**src/rldf_fifo.sv**
```systemverilog
// Small synchronous queue used between the decoder stages and at the result side.
// Depends on nothing; DEPTH must be a power of two, two or more.
module rldf_fifo #(
   parameter int WIDTH = 8,
   parameter int DEPTH = 2
) (
   input  logic             clock,
   input  logic             reset,
   input  logic             push,
   input  logic [WIDTH-1:0] wr_data,
   output logic             full,
   input  logic             pop,
   output logic [WIDTH-1:0] rd_data,
   output logic             empty
);
   localparam int AW = $clog2(DEPTH);
   localparam int CW = $clog2(DEPTH + 1);

   logic [WIDTH-1:0] store_ff [DEPTH];
   logic [AW-1:0]    wr_ptr_ff, wr_ptr_in;
   logic [AW-1:0]    rd_ptr_ff, rd_ptr_in;
   logic [CW-1:0]    count_ff, count_in;
   logic             do_push, do_pop;

   assign full    = (count_ff == CW'(DEPTH));
   assign empty   = (count_ff == '0);
   assign do_push = push && !full;
   assign do_pop  = pop && !empty;
   assign rd_data = store_ff[rd_ptr_ff];

   always_comb begin
      wr_ptr_in = do_push ? wr_ptr_ff + AW'(1) : wr_ptr_ff;
      rd_ptr_in = do_pop ? rd_ptr_ff + AW'(1) : rd_ptr_ff;
      count_in  = count_ff;
      if (do_push && !do_pop) begin
         count_in = count_ff + CW'(1);
      end else if (do_pop && !do_push) begin
         count_in = count_ff - CW'(1);
      end
   end

   always_ff @(posedge clock) begin
      if (reset) begin
         wr_ptr_ff <= '0;
         rd_ptr_ff <= '0;
         count_ff  <= '0;
      end else begin
         wr_ptr_ff <= wr_ptr_in;
         rd_ptr_ff <= rd_ptr_in;
         count_ff  <= count_in;
      end
   end

   always_ff @(posedge clock) begin
      if (do_push) begin
         store_ff[wr_ptr_ff] <= wr_data;
      end
   end

endmodule

```
**config.mk**
```make
export PLATFORM = sky130hd
export DESIGN_NAME = rldf_fifo
export DESIGN_NICKNAME = d
export VERILOG_FILES = /design/src/rldf_fifo.sv
export SDC_FILE = /design/constraint.sdc
export NUM_CORES = 1
export LEC_CHECK = 0
export BUFFER_PORTS_ARGS = -buffer_cell sky130_fd_sc_hd__buf_2
export CAP_MARGIN = 0
export CORE_MARGIN = 3
export CORE_UTILIZATION = 52
export DETAILED_ROUTE_END_ITERATION = 12
export GPL_ROUTABILITY_DRIVEN = 0
export GPL_TIMING_DRIVEN = 0
export PLACE_DENSITY = 0.79
export SETUP_SLACK_MARGIN = 0.1
export SLEW_MARGIN = 20
export SYNTH_ARGS = -nofsm -noshare
export SYNTH_HDL_FRONTEND = slang
export SYNTH_SLANG_ARGS = --single-unit
```
**constraint.sdc**
```tcl
create_clock -name clock -period 3.2 [get_ports clock]
set_input_delay 0.32 -clock clock [delete_from_list [all_inputs] [get_ports clock]]
set_output_delay 0.32 -clock clock [all_outputs]
set_load 0.03 [all_outputs]
```
Word level (Yosys, flattened, before mapping)
Memory sizes are Yosys's and may differ from the RTL's. A register that Yosys moved wholly into a read port is not among the register bits. Cells that the tools add are included.

Add/sub/neg operators: 4. Equality and inequality tests: 1. Mux-type cells: 6. Reduce and logical (&&, ||, !) cells: 10.

Operators by type and width (number): $logic_and A1 B1 Y1 (4); $logic_not A1 Y1 (4); $mux W1 (4); $mux W2 (2); $add A1 B1 Y1 const B (2); $add A2 B1 Y2 const B (1); $eq A2 B2 Y1 const B (1); $logic_not A2 Y1 (1); $reduce_bool A2 Y1 (1); $sub A2 B1 Y2 const B (1).

Bits in registers: 4. RAM bits: 16. Memories kept: 1.

Memory list: store_ff (depth 2, width 8, rd ports 1, clocked after Yosys merged registers in 1, wr ports 1, line 19) `logic [WIDTH-1:0] store_ff [DEPTH];`.

Depth between registers and ports, before layout
Depth after elaboration: 7. Depth in mapped cells: 6. Depth with buffers taken out: 6.

Worst setup path after synthesis
OpenSTA, ideal clock, no wires.

Path kind: register to register. From: register count_ff[1]. To: register count_ff[1]. Setup time: 70 ps. Arrival: 1622 ps. Slack: 1508 ps. Stages on the path, launching flop included: 6. Cell sequence: dfxtp_1 > nor2b_2 > nor2_1 > ha_1 > or3_1 > a21oi_1.

Cells in the longest elaborated chain, start to end: 6.

RTL lines: start, declared (line 22) `logic [CW-1:0] count_ff, count_in;`; start signal, assigned (line 50) `count_ff <= count_in;`; $eq A2 B2 Y1 (*) (line 25) `assign full = (count_ff == CW'(DEPTH));`; net full (line 11) `output logic full,`; $logic_not A1 Y1 (*) (line 27) `assign do_push = push && !full;`; $logic_and A1 B1 Y1 (*) (line 27); net do_push (line 23) `logic do_push, do_pop;`; $logic_not A1 Y1 (line 37) `end else if (do_pop && !do_push) begin`; $logic_and A1 B1 Y1 (line 37); $reduce_bool A2 Y1 (no source line).

Mark *: on every way through the listed nets, which the timed path passes. The rest lies on a longest branch. The select of a mux whose other input is x is not followed. A chain may end at the register's enable or synchronous reset.

==> flow_results.org <==
** GRT
- Overflow after GRT :: 0
- In this run the most used layer during global routing was met2.
- In the global route stage, met2 resource usage came out at 21.2%.
- For this run, global-route usage on met1 was measured as 18.2%.
- In the global route stage, met3 resource usage came out at 4.78%.
- Number of antenna violations at the first check in global routing :: 0
- GRT Resource Usage Total :: 14.6%
- The number of global-route vias before repair was 465.
- Pin count of the biggest net entering global routing :: 12
- Wire length of the first global-routing pass :: 2020 um

** Floorplanning
- The die is 45.1 um wide.
- After floorplanning, the core was divided into 13 placement rows.
- Once the floorplan was initialized, standard cells occupied 58.1% of the core.
- The die is 45.1 um tall.
- I/O pin total :: 22
- The core region is 0.00137 mm2.
- The die covers 0.00203 mm2.

** Min path
- Worst hold path class :: in2reg

** Route
- Post-detailed-route DRC marker count :: 0
- DRT Wirelength :: 1190 um
- Average via count per standard cell :: 5.07
- 1st-iter DRT viols :: 2
- Summing over every cut layer, the via total after detailed routing is 456.
- For this run, the detailed router's first-pass iteration total came to 4.
- Routed wire per std cell :: 13.2 um
- Once detail routing completed, the nets flagged for antenna violations numbered 0.

** STA
- The final hold violation count is 0.
- Max-slew headroom at the worst pin :: 74.3%
- For the final database, setup skew stands at 3.82 ps.
- Worst hold margin :: 204 ps
- Min cycle time layout :: 1660 ps
- Unrepaired setup endpoints after global routing :: no
- Final worst setup slack :: 1540 ps
- Achievable Freq :: 601 MHz
- Transition time at the pin with the least slew margin :: 386 ps
- Final Slew Violations :: 0
- Setup violations remaining at the end of the flow were counted as 0.
- In the finished design, the share of the clock period the worst path needs comes to 52.0%.
- Setup TNS :: 0 ps

** Placed design
- Setup slack at placement :: 1650 ps
- Detailed placement ended at an HPWL of 867 um.
- The number of placed instances, taps included, is 86.
- During placement, the flow inserted port buffers numbering 21.

** Pwr
- Portion of total power attributed to sequential cells :: 46.8%
- The worst-case IR drop observed on VDD is 537 uV.
- The analysis attributes to net switching a power of 0.000285 W.
- For this design the ratio of total power to cell area is 840 mW/mm2.
- Power after layout :: 0.000792 W
- In this run, the combinational gates consume 38.0% of the power.
- Switching share of power :: 36.0%
- Share of total power in the clock network :: 15.2%
- Static leakage :: 0.383 nW
- Int Power :: 0.000507 W

** Clock tree
- TritonCTS created 3 clock buffers.
- The clock reaches the later pin of the worst-skew pair after 300 ps.
- Total number of clock tree sinks :: 21
- In this run the number of H-tree levels came out at 1.
- TritonCTS built the clock tree.
- Clock-pin slew was measured on the worst setup and hold paths at 100 ps.
- Buffers added to address setup during post-CTS repair amount to 0.
- Buffers inserted to repair hold after CTS numbered 0.
- Resized Gates After CTS :: 0
- Clk root buf :: sky130_fd_sc_hd__clkbuf_4
- Deepest clock path buffer count :: 2

** Setup path
- For the worst setup path, the data arrival time is 1340 ps.
- Critical path launch point type :: flip-flop
- Delay of the slowest cell on the worst path :: 350 ps
- Walking the worst path, the cells encountered are buf_2, mux2_2, buf_2.
- Worst Setup End Kind :: primary output
- At the worst endpoint, the required time is 2880 ps.
- Of all nets on the critical path, the largest fanout is 8.
- The slowest stage of the critical path is the sky130_fd_sc_hd__mux2_2 cell.
- Counting stages on the worst path, the most repeated cell is sky130_fd_sc_hd__buf_2.
- Setup Crit Path Kind :: reg2out

** Logic synthesis
- Counting every instance in the synthesized netlist gives 50.
- In this run the cell area of the synthesized design comes to 793 um2.
- Count of unique library cells instantiated by Yosys :: 13
- Top post-synthesis cells by area :: sky130_fd_sc_hd__edfxtp_1 (61%), sky130_fd_sc_hd__dfxtp_1 (13%), sky130_fd_sc_hd__mux2_2 (11%)
- Yosys top cell by area :: sky130_fd_sc_hd__edfxtp_1
- The Yosys step of the flow raised 0 warnings.
- Synthesis produced a netlist with a net count of 63.
- A synthesized cell averages 15.9 um2.
- Area share of the leading cell type in the synthesized netlist :: 60.6%
- In this run, synthesis produced a sequential element count of 21.
- Of the synthesized area, sequential elements account for 73.2%.

** Flow run
- Max-cap violations in this run came to 0.

** Layout
- 0 antenna diodes ended up in the layout.
- Across the whole layout, storage elements account for 581 um2.
- The area growth from synthesis to layout is 18.9%.
- Final std cells w/o fill :: 90
- After the last flow step, the layout net total stands at 89.
- Share of final-layout standard cells stronger than drive strength 1 :: 45.3%
- The multi-input combinational cells in the finished layout cover a total of 200 um2.
- Fillers :: 106

** Outcome
- The flow ran to the end, and the final reports show no timing, DRC or antenna violations.
==> placed cells by master (no fill, tap or decap), drive strengths merged <==
master	n
or3	2
dfxtp	5
edfxtp	16
inv	2
mux2	8
nor2b	1
ha	1
clkbuf	4
xor2	3
o21ai	3
and2	1
a21oi	2
nor2	5
buf	22
==> cell type report <==
| type | instances | area share [%] |
|---|---|---|
| well taps | 15 | 1.99 |
| inverters | 2 | 0.796 |
| flip-flops and latches | 21 | 61.5 |
| multi-input cells | 26 | 21.2 |
| clock buffers | 4 | 2.79 |
| repair buffers | 21 | 11.1 |
| plain buffers | 1 | 0.531 |
==> metrics by stage <==
stage          area (um2)  utilization [%]
6_report              943             69.0
5_1_grt               943             69.0
4_1_cts               943             69.0
3_5_place_dp          917             67.1
3_3_place_gp          917             67.1
2_1_floorplan         793                -
==> cells by family (layout without fill, tap and decap cells) <==
logic type / after synthesis / in the layout / share of synthesized area [%]
DFF: 21 / 21 / 73.2
and+or+nand+nor: 9 / 9 / 5.84
muxes: 8 / 8 / 11.4
AOI/OAI and AO/OA: 5 / 5 / 3.15
xor gates and xnor gates: 3 / 3 / 3.31
buffers and inverters: 3 / 28 / 1.58
adders and majority gates: 1 / 1 / 1.58
==> worst paths after layout <==
kind         slack [ps]                startpoint                  endpoint  cells past startpoint
max                1540                 flip-flop                rd_data[2]                      3
min                 200                wr_data[5]  store_ff[1][5]$_DFFE_PP_                      1
max reg2reg        1630  count_ff[1]$_SDFFE_PP0P_  count_ff[1]$_SDFFE_PP0P_                      5
min reg2reg         500    wr_ptr_ff$_SDFFE_PP0P_    wr_ptr_ff$_SDFFE_PP0P_                      2
==> worst max-delay path, delay by kind of cell, from the launching register on <==
kind | cells | cell delay, ps
DFF | 1 | 320
buffers and inverters | 2 | 370
muxes | 1 | 350
==> power groups by stage <==
stage / registers, W / clock network, W / logic (W)
after CTS: 0.000371 / 0.000127 / 0.000305
after global routing: 0.000375 / 0.000139 / 0.000331
after global placement: 0.000375 / 0 / 0.000298
after floorplan: 0.000371 / 0 / 0.000233
after detailed placement: 0.000377 / 0 / 0.000304
final: 0.000371 / 0.000120 / 0.000301
==> sequential cells by signal, summed over array words and instances (netlist names), named ones only <==
name	cells
wr_ptr_ff	1
count_ff	2
rd_ptr_ff	1
store_ff	16
==> cells in the mapped netlist <==
master	count
sky130_fd_sc_hd__nor2_1	5
sky130_fd_sc_hd__and2_1	1
sky130_fd_sc_hd__nor2b_2	1
sky130_fd_sc_hd__o21ai_0	3
sky130_fd_sc_hd__mux2_2	8
sky130_fd_sc_hd__buf_2	1
sky130_fd_sc_hd__a21oi_1	2
sky130_fd_sc_hd__or3_1	2
sky130_fd_sc_hd__inv_1	2
sky130_fd_sc_hd__edfxtp_1	16
sky130_fd_sc_hd__dfxtp_1	5
sky130_fd_sc_hd__xor2_1	3
sky130_fd_sc_hd__ha_1	1
==> per-layer routing <==
layer  vias to the layer above  part of all wire, %
li1                        230                    -
met1                       207                   45
met2                        15                   47
met3                         4                  4.8
met4                         0                  3.4
met5                         -                    0
(Power assumes the default switching activity.)
