File: config.mk
export PLATFORM = sky130hd
export DESIGN_NAME = rldf_front
export DESIGN_NICKNAME = d
export VERILOG_FILES = /design/src/rldf_pkg.sv /design/src/rldf_front.sv
export SDC_FILE = /design/constraint.sdc
export NUM_CORES = 1
export LEC_CHECK = 0
export CORE_AREA = 2 2 59 61
export DETAILED_ROUTE_END_ITERATION = 7
export DIE_AREA = 0 0 61 63
export DONT_BUFFER_PORTS = 1
export RECOVER_POWER = 50
export SLEW_MARGIN = 20
export SYNTH_ARGS = -nofsm -noshare
export SYNTH_HDL_FRONTEND = slang
export SYNTH_SLANG_ARGS = --single-unit
export TNS_END_PERCENT = 10
File: constraint.sdc
create_clock -name clock -period 3.8 [get_ports clock]
set_input_delay 0.95 -clock clock [delete_from_list [all_inputs] [get_ports clock]]
set_output_delay 0.95 -clock clock [all_outputs]
set_load 0.1 [all_outputs]
File: src/rldf_pkg.sv
// Shared types and constants for the run-length delta frame decoder.
// Used by the front end, the back end and the top level; depends on nothing.
package rldf_pkg;

   // Request action codes.
   localparam logic [1:0] ACT_LOAD   = 2'd0;
   localparam logic [1:0] ACT_STREAM = 2'd1;
   localparam logic [1:0] ACT_START  = 2'd2;

   // Header byte layout: top bit picks literal mode, low bits give the count.
   localparam int         HDR_MODE_BIT = 7;
   localparam logic [7:0] HDR_COUNT_MASK = 8'b0111_1111;

   typedef enum logic [1:0] {
      PH_HEADER,
      PH_LITERAL,
      PH_RUN
   } phase_type;

   typedef enum logic [1:0] {
      CMD_LOAD,
      CMD_START,
      CMD_RUN
   } cmd_kind_type;

   typedef enum logic [1:0] {
      BK_IDLE,
      BK_READ,
      BK_EMIT
   } back_state_type;

   // Work item passed from the front end to the back end.
   typedef struct packed {
      cmd_kind_type kind;
      logic [7:0]   byte_value;
      logic [9:0]   load_index;
      logic [6:0]   count;
   } cmd_type;

   typedef struct packed {
      logic [9:0] position;
      logic [7:0] pixel_first;
      logic [7:0] pixel_second;
      logic       second_valid;
      logic       beyond_base;
      logic       last;
   } result_type;

   localparam int CMD_W = $bits(cmd_type);
   localparam int RES_W = $bits(result_type);

endpackage

File: src/rldf_front.sv
// Front end: accepts request items, tracks the header/literal/run phase and
// turns loads, starts, literals and non-empty runs into back-end commands. Depends on rldf_pkg.
module rldf_front
   import rldf_pkg::*;
(
   input  logic       clock,
   input  logic       reset,
   input  logic       req_push,
   input  logic [1:0] req_action,
   input  logic [7:0] req_byte_value,
   input  logic [9:0] req_load_index,
   output logic       req_full,
   output logic       cmd_push,
   output cmd_type    cmd,
   input  logic       cmd_full
);
   phase_type  phase_ff, phase_in;
   logic [6:0] remaining_ff, remaining_in;
   logic [6:0] hdr_count;
   logic [6:0] lit_left;
   logic       accept;

   assign req_full  = cmd_full;
   assign accept    = req_push && !cmd_full;
   assign hdr_count = 7'(req_byte_value & HDR_COUNT_MASK);
   assign lit_left  = remaining_ff - 7'd1;

   always_ff @(posedge clock) begin
      if (reset) begin
         phase_ff     <= PH_HEADER;
         remaining_ff <= '0;
      end else begin
         phase_ff     <= phase_in;
         remaining_ff <= remaining_in;
      end
   end

   always_comb begin
      phase_in         = phase_ff;
      remaining_in     = remaining_ff;
      cmd_push         = 1'b0;
      cmd.kind         = CMD_RUN;
      cmd.byte_value   = req_byte_value;
      cmd.load_index   = req_load_index;
      cmd.count        = 7'd1;
      if (accept) begin
         unique case (req_action)
            ACT_LOAD: begin
               cmd_push = 1'b1;
               cmd.kind = CMD_LOAD;
            end
            ACT_START: begin
               cmd_push     = 1'b1;
               cmd.kind     = CMD_START;
               phase_in     = PH_HEADER;
               remaining_in = '0;
            end
            ACT_STREAM: begin
               unique case (phase_ff)
                  PH_HEADER: begin
                     remaining_in = hdr_count;
                     if (req_byte_value[HDR_MODE_BIT]) begin
                        phase_in = (hdr_count != '0) ? PH_LITERAL : PH_HEADER;
                     end else begin
                        phase_in = PH_RUN;
                     end
                  end
                  PH_LITERAL: begin
                     // a literal is a run of one pixel
                     cmd_push     = 1'b1;
                     remaining_in = lit_left;
                     if (lit_left == '0) begin
                        phase_in = PH_HEADER;
                     end
                  end
                  PH_RUN: begin
                     // drop an empty run: it consumes the value byte only
                     cmd_push     = (remaining_ff != '0);
                     cmd.count    = remaining_ff;
                     remaining_in = '0;
                     phase_in     = PH_HEADER;
                  end
                  default: begin
                     phase_in = PH_HEADER;
                  end
               endcase
            end
            default: begin
            end
         endcase
      end
   end

endmodule

Word-level counts from Yosys, hierarchy flattened
Index checks and enable logic that the tools add are counted.
Widths: inputs -> output; s select.
{"block": "word_totals", "regBits": 9, "inputBits": 24, "out_inout_bits": 29, "elab_cells": 35}
{"block": "classes", "n_addsub": 1, "eq_ne": 6, "muxes": 15, "n_reduce_logical": 11}
{"cell": "$mux 7", "n": 3}
{"cell": "$pmux 7 s3", "n": 1}
{"cell": "$pmux 7 s2", "n": 1}
{"cell": "$reduce_bool 7->1", "n": 2}
{"cell": "$pmux 2 s2", "n": 3}
{"cell": "$logic_not 7->1", "n": 1}
{"cell": "$sub 7x1->7 const B", "n": 1}
{"cell": "$mux 2", "n": 3}
{"cell": "$reduce_and 3->1", "n": 2}
{"cell": "$eq 2x1->1 const B", "n": 2}
{"cell": "$eq 2x2->1 const B", "n": 2}
{"cell": "$logic_not 2->1", "n": 2}
{"cell": "$ne 4x2->1 const B", "n": 1}
{"cell": "$pmux 1 s2", "n": 2}
{"cell": "$ne 3x3->1 const B", "n": 1}
{"cell": "$mux 1", "n": 2}
{"cell": "$reduce_bool 2->1", "n": 1}
{"cell": "$reduce_or 2->1", "n": 1}
{"cell": "$logic_and 1x1->1", "n": 1}
{"cell": "$logic_not 1->1", "n": 1}

Longest topological paths before layout
Gate-level depths: netlist of the first run.
{"block": "depth", "ltp_word": 5, "ltp_mapped": 6}

Worst setup path after synthesis of the first run
Ideal clock, no wire load.
{"block": "synth_timing", "kind": "input-to-output", "from": "in req_action[0]", "to": "out cmd_push", "t_arrival_ns": 4.981, "slack_ns": -2.131, "path_stages": 4, "path_buffers": 0, "cell_sequence": "inv_1 -> ha_1 -> o21ai_0 -> a21oi_1"}
{"block": "synth_between", "elab_chain_cells": 4}
{"element": "start, declared", "line_no": "rldf_front.sv:9", "source": "input logic [1:0] req_action,"}
{"element": "$eq 2x2->1 or $logic_not 2->1 (tied branches)", "line_no": "rldf_front.sv:47", "source": "unique case (req_action)"}
{"element": "$reduce_or 2->1 (no line)"}
{"element": "$pmux 1 s2 (*)", "line_no": "rldf_front.sv:47"}
{"element": "$mux 1 (*)", "line_no": "rldf_front.sv:46", "source": "if (accept) begin"}
{"element": "end, declared", "line_no": "rldf_front.sv:13", "source": "output logic cmd_push,"}
Mark *: on every way between the ends. The rest lies on a longest branch, timed or not.

==> results.md, run 1 <==
* Arr. time, crit path at about 2.2 ns
* Logic gate share of total power at between 10% and 20%
* Max Freq at about 320 MHz
* Area of the multi-input gates at 616 sq um
* Synth Instances at around 120
* First-pass GRT wire length at roughly 3.7 mm
* CP startpoint kind: input pin
* Period minus WS final at roughly 3.2 ns
* Sum Neg Setup Slack at 0 ns
* PD cells at around 210 nW/um^2
* Max VDD drop at 0.0631 mV
* Worst setup EP type: output pin
* Final Hold Fails at 0
* Final setup violation count at 0
* Vias in the first global route at between 800 and 900
* CTS Buf Count at 3
* Worst slew pin tran at 0.506 ns
* Min-Delay Path Class: reg -> reg
* Largest net degree at the start of global routing at 14
* Switching Share at 28.7%
* Area Overhead vs Synth at 0.901%
* Layout cell share with drive strength beyond 1 at between 10% and 20%
* CTS clk-pin slew, worst paths at 0.06 ns
* Tcrit/Tclk final at 83.3%
* Sequential share of power at approximately 46%
* Drt pass-1 iters at 4
* Final antenna-violating net count at 0
* Core area at roughly 3200 sq um
* Synth cell types at 42
* TritonCTS clock tree: yes
* Initial antenna violation count at 0
* FF+latch count, synth at 9
* Final nets at 149
* Routed vias/inst at around 5
* Max-slew headroom at about two thirds
* DR iter-0 viols at 31
* Cell area after layout at ~980 sq um
* Die area at ~3800 sq um
* Storage cell area at 180 sq um
* Via count at ~810
* Register area share after synthesis at ~19%
* Placement Cell Area at ~950 sq um
* CTS max path bufs at 2
* Clock latency on the worst-skew pair at between 0.2 and 0.3 ns
* Mapped Avg Cell Area at roughly 8 sq um
* Die height at roughly 63 um
* Mapped cell area at ~970 sq um
* Worst-path fanout max at 11
* Post-synth EDFFs at 0
* Clk pwr share at between 30 and 40%
* Row cnt at 21
* Post-Syn Nets at 156
* Kind of critical path: in -> out
* Psw at roughly 60 uW
* Root Driver: clkbuf_4
* Static leakage at approximately 0.37 nW
* Routed wire length at between 2 and 2.5 mm
* Initial Util at a little under a third
* HPWL Detailed at 1.70 mm
* Clock skew at about 0.0057 ns
* Synth warn at 0
* Ys flop type: dfxtp_1
* IO Port Bufs at 0
* Post_cts resized at 0
* Hold_buf cts at 0
* Post-CTS setup buffer count at 0
* Filler instances at ~350
* Internal at ~150 uW
* Async set-reset flop share out of synthesis at 0%
* WP data required at 2.85 ns
* Htree depth at 1
* Antenna cells at 0
* Final Max Slew Viols at 0
* CTS sink cnt at 9
* Total track usage at 12.2%
* Die Width at 61 um
* Top Ports at 53
* Grt total ovfl at 0
* WL/cell at approximately 13 um
* RSZ-0062 raised after global routing: false
* Residual DRC at 0
* Status: finished, final reports clean
* Maxcap violations at 0
* RD Place Congestion at between 0.9 and 1
## flip-flops by register name, indices dropped and copies added, names as in the netlist
signal	count
remaining_ff	7
phase_ff	2
## synth_stat cells (2+ instances only)
library cell	number	area, sq um
and2_1	7	43.8
nand3_1	3	15.0
ha_1	10	125
nor4_1	2	12.5
nor4b_1	2	17.5
nor2b_1	4	25.0
buf_4	19	143
clkbuf_1	2	7.51
mux2_2	2	22.5
or3_1	2	12.5
a21oi_1	6	30.0
nand2_1	9	33.8
o21ai_0	3	15.0
dfxtp_1	9	180
nor2_1	3	11.3
inv_1	9	33.8
a31oi_1	2	12.5
o31ai_1	3	22.5
xnor2_1	2	17.5
## final timing paths
check / cells past startpoint / startpoint / slack, ns / endpoint
setup / recovery: 4 / req_action[1] / 0.63 / cmd[3]
hold reg to reg: 2 / remaining_ff[1] / 0.50 / remaining_ff[1]
hold / removal: 2 / remaining_ff[1] / 0.50 / remaining_ff[1]
setup reg to reg: 6 / phase_ff[0] / 1.86 / remaining_ff[6]
## kinds of logic (layout without fill, tap and decap cells)
family	count (synthesis)	after routing	share of synthesized area [%]
buf+inv	30	22	18.9
flops	9	9	18.5
xor+xnor	2	2	1.80
fa+ha+maj	10	10	12.9
compound gates	26	26	19.3
mux	2	2	2.32
simple gates	43	43	26.3
## placed cells by master, fill, tap and decap left out, types with 2 or more instances in the layout
master and n:
a21oi_1 5, clkbuf_4 3, nor2b_1 4, nand2_1 9, and2_1 7, inv_1 9
o21ai_0 2, a31oi_1 2, xnor2_1 2, or3_1 2, buf_4 9, mux2_2 2
ha_1 10, nor4_1 2, o31ai_1 3, nand3_1 3, dfxtp_1 9, nor2_1 3
nor4b_1 2
## worst max-delay path, stage by stage
cell and delay (ns):
inv_1 0.05, ha_1 0.34, and3_1 0.34, and2_2 0.52
## through the flow
| stage | hold slack [ns] | total power, mW | util, % | cells | worst slack (ns) |
|---|---|---|---|---|---|
| after global routing | 0.542 | 0.223 | 30.4 | 160 | 0.530 |
| after global placement | 0.491 | 0.136 | 29.5 | 156 | 0.675 |
| after detailed placement | 0.496 | 0.136 | 29.5 | 156 | 0.635 |
| after floorplan | 0.471 | 0.225 | - | 122 | 0.197 |
| final | 0.505 | 0.210 | 30.4 | 160 | 0.634 |
| after CTS | 0.504 | 0.213 | 30.4 | 160 | 0.631 |
## power groups by stage
| stage | Combinational [mW] | Sequential [mW] | Clock, mW |
|---|---|---|---|
| final | 0.0373 | 0.0970 | 0.0760 |
| after global routing | 0.0412 | 0.0971 | 0.0850 |
| after CTS | 0.0373 | 0.0969 | 0.0786 |
| after detailed placement | 0.0371 | 0.0991 | 0 |
| after global placement | 0.0365 | 0.0990 | 0 |
| after floorplan | 0.127 | 0.0987 | 0 |
## per-layer routing
metal,vias to the layer above,routed length [um],part of all wire (%),GRT usage [%]
li1,400,-,-,-
met1,375,912,43,15.0
met2,29,972,46,18.7
met3,8,191,9.0,3.52
met4,0,46,2.2,6.79
met5,-,0,0,0
## area by class of cell
cell class / instances / share of cell area (%)
multi-input cells: 83 / 62.8
flip-flops and latches: 9 / 18.4
repair buffers: 9 / 6.89
well taps: 46 / 5.87
inverters: 9 / 3.44
clock buffers: 4 / 2.68
No activity file was read; power rests on OpenSTA's default activity.
==> run 2: changes to the inputs <==
--- a/config.mk
+++ b/config.mk
@@ -5,9 +5,10 @@
 export SDC_FILE = /design/constraint.sdc
 export NUM_CORES = 1
 export LEC_CHECK = 0
-export CORE_AREA = 2 2 59 61
+export ABC_AREA = 1
+export CORE_AREA = 2 2 61 63
 export DETAILED_ROUTE_END_ITERATION = 7
-export DIE_AREA = 0 0 61 63
+export DIE_AREA = 0 0 63 65
 export DONT_BUFFER_PORTS = 1
 export RECOVER_POWER = 50
 export SLEW_MARGIN = 20
==> constraint.sdc (replaced) <==
create_clock -name clock -period 3.2 [get_ports clock]
set_input_delay 0.8 -clock clock [delete_from_list [all_inputs] [get_ports clock]]
set_output_delay 0.8 -clock clock [all_outputs]
set_load 0.1 [all_outputs]
==> results.md, run 2 <==
* Status: finished, final reports clean (unchanged)
* Placement Cell Area at 1150 sq um (was 955 sq um)
* Mapped cell area at 1050 sq um (was 972 sq um)
* Vias in the first global route at 783 (was 833)
* Final Hold Fails at 0 (unchanged)
* Worst R2R End: phase_ff[1] (was remaining_ff[6])
* Switching Share at 33.0% (was 28.7%)
* Routed wire length at 2.16 mm (was 2.12 mm)
* Die Width at 63 um (was 61 um)
* Area Overhead vs Synth at 11.8% (was 0.901%)
* Post-synthesis adder-cell area fraction at 11.9% (was 12.9%)
* Final setup violation count at 0 (unchanged)
* Internal at 187 uW (was 150 uW)
* Final hold slack at 0.501 ns (was 0.505 ns)
* Max reg flops at 7 (unchanged)
* Worst-path fanout max at 6 (was 11)
* Row cnt at 22 (was 21)
* Post-Synth XOR/XNOR Area at 0.832% (was 1.80%)
* Grt total ovfl at 0 (unchanged)
* Worst-case reg-to-reg path depth at 10 (was 6)
* TritonCTS clock tree: yes (unchanged)
* CTS sink cnt at 9 (unchanged)
* CP startpoint kind: input pin (unchanged)
* Mapped Avg Cell Area at 6.58 sq um (was 7.97 sq um)
* Synth Area in Compound Gates at 13.3% (was 19.3%)
* Area contributors post-synth: dfxtp_1 17%, buf_4 14%, ha_1 12% (was dfxtp_1 19%, buf_4 15%, ha_1 13%)
* Largest family of logic cells by synthesized area: simple AND/OR/NAND/NOR gates (unchanged)
* Yosys top cell area share at 17.1% (was 18.5%)
* R2R Path Start: remaining_ff[0] (was phase_ff[0])
* Final Max Slew Viols at 0 (unchanged)
* RSZ-0062 raised after global routing: false (unchanged)
* Register area share after synthesis at 17.1% (was 18.5%)
* Post-CTS setup buffer count at 0 (unchanged)
* Post_cts resized at 0 (unchanged)
* Sequential share of power at 42.0% (was 46.1%)
* Tcrit/Tclk final at approximately 85%
* Commonest non-fill, non-tap cell in the layout: nand2_1 (was ha_1)
* IO Port Bufs at 0 (unchanged)
* Total track usage at 11.0% (was 12.2%)
* CTS max path bufs at 2 (unchanged)
* CTS Buf Count at 3 (unchanged)
* Filler instances at 397 (was 346)
* Antenna cells at 0 (unchanged)
* Yosys top cell by area: dfxtp_1 (unchanged)
* Most frequent cell after synthesis: nand2_1 (was buf_4)
* Core area at 3500 sq um (was 3230 sq um)
* Setup crit start: req_action[1] (unchanged)
* Post-synth EDFFs at 0 (unchanged)
* Area of the multi-input gates at 649 sq um (was 616 sq um)
* Synth Instances at 160 (was 122)
* Dpl cells at 197 (was 156)
* Largest net degree at the start of global routing at 13 (was 14)
* Top Ports at 53 (unchanged)
* Largest registers: remaining_ff (7), phase_ff (2) (unchanged)
* Static leakage at 0.490 nW (was 0.371 nW)
* Clk pwr share at 31.9% (was 36.2%)
* Most frequent cells in the layout: 32 x nand2_1, 25 x inv_1, 15 x nand3_1, 13 x nor2_2, 10 x ha_1 (was 10 x ha_1, 9 x inv_1, 9 x nand2_1, 9 x dfxtp_1, 9 x buf_4)
* Storage cell area at 180 sq um (unchanged)
* Clock skew at 0.00203 ns (was 0.00570 ns)
* Drt pass-1 iters at 4 (unchanged)
* Routed vias/inst at 4.50 (was 5.08)
* Root Driver: clkbuf_4 (unchanged)
* DR iter-0 viols at 56 (was 31)
* Final Power at 278 uW (was 210 uW)
* Residual DRC at 0 (unchanged)
* Worst slew pin tran at 0.337 ns (was 0.506 ns)
* Initial antenna violation count at 0 (unchanged)
* Synth cell types at 23 (was 42)
* Max Freq at ~370 MHz
* Die area at 4100 sq um (was 3840 sq um)
* Period minus WS final at 2.71 ns
* Logic gate share of total power at 26.1% (was 17.7%)
* Async set-reset flop share out of synthesis at 0% (unchanged)
* Synth Area in Simple Gates at 33.3% (was 26.3%)
* Synth warn at 0 (unchanged)
* Cell area after layout at 1180 sq um (was 981 sq um)
* Via count at 904 (was 812)
* Clock latency on the worst-skew pair at 0.27 ns (was 0.26 ns)
* Layout cell share with drive strength beyond 1 at 27.5% (was 18.4%)
* WP data required at 2.40 ns (was 2.85 ns)
* Mux cell area share after synthesis at 0% (was 2.32%)
* PD cells at 237 nW/um^2 (was 214 nW/um^2)
* Worst setup EP type: output pin (unchanged)
* Die height at 65 um (was 63 um)
* Maxcap violations at 0 (unchanged)
* Sum Neg Setup Slack at 0 ns (unchanged)
* Ys flop type: dfxtp_1 (unchanged)
* Layout Cells excl Fill at 201 (was 160)
* Min-Delay Path Class: reg -> reg (unchanged)
* Max-slew headroom at 77.5% (was 66.4%)
* First-pass GRT wire length at 3.45 mm (was 3.65 mm)
* CTS clk-pin slew, worst paths at 0.06 ns (about the same)
* Worst setup path end: cmd[1] (was cmd[3])
* Htree depth at 1 (unchanged)
* Initial Util at 30.1% (about the same)
* FF+latch count, synth at 9 (unchanged)
* Max VDD drop at 0.108 mV (was 0.0631 mV)
* WL/cell at 10.8 um (was 13.3 um)
* HPWL Detailed at 1.78 mm (was 1.70 mm)
* Post-Syn Nets at 194 (was 156)
* Final nets at 188 (was 149)
* Final antenna-violating net count at 0 (unchanged)
* Psw at 91.8 uW (was 60.3 uW)
* Kind of critical path: in -> out (unchanged)
* Arr. time, crit path at 1.91 ns (was 2.22 ns)
* Hold_buf cts at 0 (unchanged)
* Top reg by flops: remaining_ff (unchanged)
* Synth top cells by count: 32 x nand2_1, 25 x inv_1, 19 x buf_4 (was 19 x buf_4, 10 x ha_1, 9 x dfxtp_1, 9 x inv_1, 9 x nand2_1)
* RD Place Congestion at 0.758 (was 0.920)
* R2R setup slack at 1.45 ns (was 1.86 ns)
==> run 2: cell count changes after synthesis, sizes merged, moves of 3 or more <==
cell   delta
nand3    +13
o22ai     +4
o31ai     -3
nor2     +16
nand2    +24
nor2b     -4
inv      +17
o21ai     +3
and2      -9
a21oi     +5
==> run 2: final cells by class <==
type                            instances  area share [%]
Tap cell                               48            5.11
Multi-Input combinational cell        104            55.2
Inverter                               26            8.30
Sequential cell                         9            15.3
Clock buffer                            4            2.23
Timing Repair Buffer                   10            13.8
==> run 2: worst min path at each step <==
stage                     from              end  slack, ns  cells past startpoint
2_1_floorplan  remaining_ff[5]  remaining_ff[5]       0.47                      2
3_3_place_gp   remaining_ff[5]  remaining_ff[5]       0.49                      2
3_5_place_dp   remaining_ff[5]  remaining_ff[5]       0.49                      2
4_1_cts        remaining_ff[5]  remaining_ff[5]       0.50                      2
5_1_grt        remaining_ff[5]  remaining_ff[5]       0.53                      2
6_report       remaining_ff[6]  remaining_ff[6]       0.50                      2
==> run 2: logic make-up (layout without fill, tap and decap cells) <==
| kind of cell | after synthesis | in the layout |
|---|---|---|
| XOR/XNOR | 1 | 1 |
| flip-flops | 9 | 9 |
| AO/OA/AOI/OAI | 21 | 21 |
| buffers and inverters | 47 | 40 |
| adder cells (fa/ha/maj) | 10 | 10 |
| AND/OR/NAND/NOR | 72 | 72 |
==> run 2: per-layer routing <==
metal	routed length, um	GRT usage, %	share of wire (%)
met5	0	0	0
met1	1130	15.4	52
met2	837	15.3	39
met4	51	6.94	2.4
met3	141	1.91	6.5
==> run 2: critical path, cell delays in order <==
cell     delay [ns]
inv_1          0.05
ha_1           0.24
inv_2          0.10
nor2_1         0.14
nand2_1        0.20
nor2_2         0.19
buf_12         0.19
==> run 2: power groups by stage <==
stage	Clock, mW	Combinational (mW)	Sequential (mW)
CTS	0.0936	0.0725	0.117
floorplan	0	0.172	0.119
detailed placement	0	0.0723	0.119
finish	0.0889	0.0725	0.117
global placement	0	0.0719	0.119
global route	0.101	0.0801	0.117
==> run 2: through the flow <==
| stage | util (%) | setup WS, ns |
|---|---|---|
| after floorplan | - | -0.282 |
| after global placement | 32.9 | 0.489 |
| after detailed placement | 32.9 | 0.470 |
| after CTS | 33.6 | 0.469 |
| after global routing | 33.6 | 0.308 |
| final | 33.6 | 0.489 |
==> run 3: changes to the inputs <==
==> constraint.sdc (replaced) <==
create_clock -name clock -period 2.8 [get_ports clock]
set_input_delay 0.7 -clock clock [delete_from_list [all_inputs] [get_ports clock]]
set_output_delay 0.7 -clock clock [all_outputs]
set_load 0.1 [all_outputs]
==> results.md, run 3 (same netlist as run 2, synthesis figures left out) <==
* Status: finished, final reports clean (unchanged)
* Worst-case reg-to-reg path depth at 10 (unchanged)
* Worst setup EP type: output pin (unchanged)
* CTS sink cnt at 9 (unchanged)
* Final nets at 189 (was 188)
* WP data required at 2.10 ns (was 2.40 ns)
* Total track usage at 10.0% (was 11.0%)
* Internal at 214 uW (was 187 uW)
* Routed vias/inst at 4.58 (was 4.50)
* Sum Neg Setup Slack at 0 ns (unchanged)
* Grt total ovfl at 0 (unchanged)
* Initial antenna violation count at 0 (unchanged)
* Cell depth of the worst setup path at 7 (unchanged)
* Tcrit/Tclk final at between 90% and 100%
* PD cells at 266 nW/um^2 (was 237 nW/um^2)
* CTS clk-pin slew, worst paths at 0.06 ns (about the same)
* Fin util at 34.1% (was 33.6%)
* Final Max Slew Viols at 0 (unchanged)
* Max Freq at slightly below 400 MHz
* Final setup violation count at 0 (unchanged)
* CTS Buf Count at 3 (unchanged)
* CP startpoint kind: input pin (unchanged)
* Vias in the first global route at 781 (was 783)
* Global Route met1 Usage at 14.8% (was 15.4%)
* Clock skew at 0.00247 ns (was 0.00203 ns)
* Largest net degree at the start of global routing at 13 (unchanged)
* Post-CTS setup buffer count at 0 (unchanged)
* Period minus WS final at 2.54 ns
* Gr busiest metal: met2 (was met1)
* Row cnt at 22 (unchanged)
* Final antenna-violating net count at 0 (unchanged)
* Initial Util at 30.1% (unchanged)
* Hold_buf cts at 0 (unchanged)
* Root Driver: clkbuf_4 (unchanged)
* Max-slew headroom at 78.0% (was 77.5%)
* Most frequent cells in the layout: 32 x nand2_1, 25 x inv_1, 15 x nand3_1, 13 x nor2_2, 10 x ha_1 (unchanged)
* Antenna cells at 0 (unchanged)
* TritonCTS clock tree: yes (unchanged)
* Maxcap violations at 0 (unchanged)
* Drt pass-1 iters at 4 (unchanged)
* Psw at 102 uW (was 91.8 uW)
* PnR worst setup slack at 0.258 ns (was 0.489 ns)
* Layout cell share with drive strength beyond 1 at 27.9% (was 27.5%)
* Family with the most delay on the worst path: simple AND/OR/NAND/NOR gates (unchanged)
* Die height at 65 um (unchanged)
* Logic gate share of total power at 26.8% (was 26.1%)
* Static leakage at 0.496 nW (was 0.490 nW)
* IO Port Bufs at 0 (unchanged)
* Switching Share at 32.3% (was 33.0%)
* Top reg by flops: remaining_ff (unchanged)
* Max incr delay on CP at 0.24 ns (about the same)
* Met2 usage at 14.9% (was 15.3%)
* First-pass GRT wire length at 3.33 mm (was 3.45 mm)
* Routed wire length at 2.09 mm (was 2.16 mm)
* Htree depth at 1 (unchanged)
* Worst slew pin tran at 0.330 ns (was 0.337 ns)
* Max VDD drop at 0.174 mV (was 0.108 mV)
* Via count at 925 (was 904)
* HPWL Detailed at 1.78 mm (about the same)
* Clock latency on the worst-skew pair at 0.25 ns (was 0.27 ns)
* Top Ports at 53 (unchanged)
* Die area at 4100 sq um (unchanged)
* Kind of critical path: in -> out (unchanged)
* Area Overhead vs Synth at 13.2% (was 11.8%)
* RSZ-0062 raised after global routing: false (unchanged)
* Cell chain of the critical path: inv_1, ha_1, inv_2, nor2_1, nand2_1, nor2_2, buf_12 (unchanged)
* Min-Delay Path Class: in -> reg (was reg -> reg)
* Filler instances at 390 (was 397)
* Sequential share of power at 42.2% (was 42.0%)
* CTS max path bufs at 2 (unchanged)
* Setup slack at placement at 0.230 ns (was 0.470 ns)
* RD Place Congestion at 0.749 (was 0.758)
* Arr. time, crit path at 1.84 ns (was 1.91 ns)
* Die Width at 63 um (unchanged)
* Hold Path Depth at 1 (was 2)
* Clk pwr share at 31.0% (was 31.9%)
* Met3 Use GR at 1.56% (was 1.91%)
* Commonest non-fill, non-tap cell in the layout: nand2_1 (unchanged)
* Core area at 3500 sq um (unchanged)
* Final Hold Fails at 0 (unchanged)
* Layout Cells excl Fill at 202 (was 201)
* Buf/Inv on CP at 3 (unchanged)
* Residual DRC at 0 (unchanged)
* DR iter-0 viols at 38 (was 56)
* Max reg flops at 7 (unchanged)
* Worst-path fanout max at 6 (unchanged)
* CP max stage cell: ha_1 (unchanged)
* WL/cell at 10.4 um (was 10.8 um)
* Dpl cells at 198 (was 197)
* Post_cts resized at 0 (unchanged)
* Largest registers: remaining_ff (7), phase_ff (2) (unchanged)
==> run 3: cell count changes in the layout (fill, tap and decap cells not counted) <==
cell,previous run,this run
o21ai_4,0,1
o21ai_2,1,0
buf_4,3,4
==> run 3: power by group through the flow <==
stage,clock network [mW],registers (mW),logic [mW]
6_report,0.0983,0.133,0.0848
5_1_grt,0.109,0.134,0.0932
4_1_cts,0.102,0.133,0.0852
3_5_place_dp,0,0.136,0.0850
3_3_place_gp,0,0.136,0.0846
2_1_floorplan,0,0.136,0.199
==> run 3: through the flow <==
step	hold WS [ns]	area (sq um)	total power [mW]
after floorplan	0.470	1080	0.335
final	0.500	1190	0.317
after detailed placement	0.488	1160	0.221
after CTS	0.495	1190	0.320
after global routing	0.484	1190	0.336
after global placement	0.488	1160	0.221
==> run 3: worst paths after layout <==
kind / start / endpoint / slack [ns]
worst max-delay path: req_action[1] / cmd[3] / 0.26
worst min-delay path: reset / remaining_ff[5] / 0.50
worst max register to register: remaining_ff[0] / phase_ff[1] / 1.05
worst min register to register: remaining_ff[5] / remaining_ff[5] / 0.50
==> run 3: cell type report <==
type	instances	area (sq um)	share of cell area [%]
well taps	48	60.1	5.04
inverters	26	97.6	8.19
flip-flops and latches	9	180	15.1
repair buffers	11	170	14.3
clock buffers	4	26.3	2.21
multi-input cells	104	657	55.1
==> run 3: per-layer routing <==
metal  part of all wire (%)  wire length, um  up-vias
met5                      0                0        -
met4                    1.1               23        0
met3                    7.9              165        4
met2                     42              878       38
met1                     49             1030      406
li1                       -                -      477
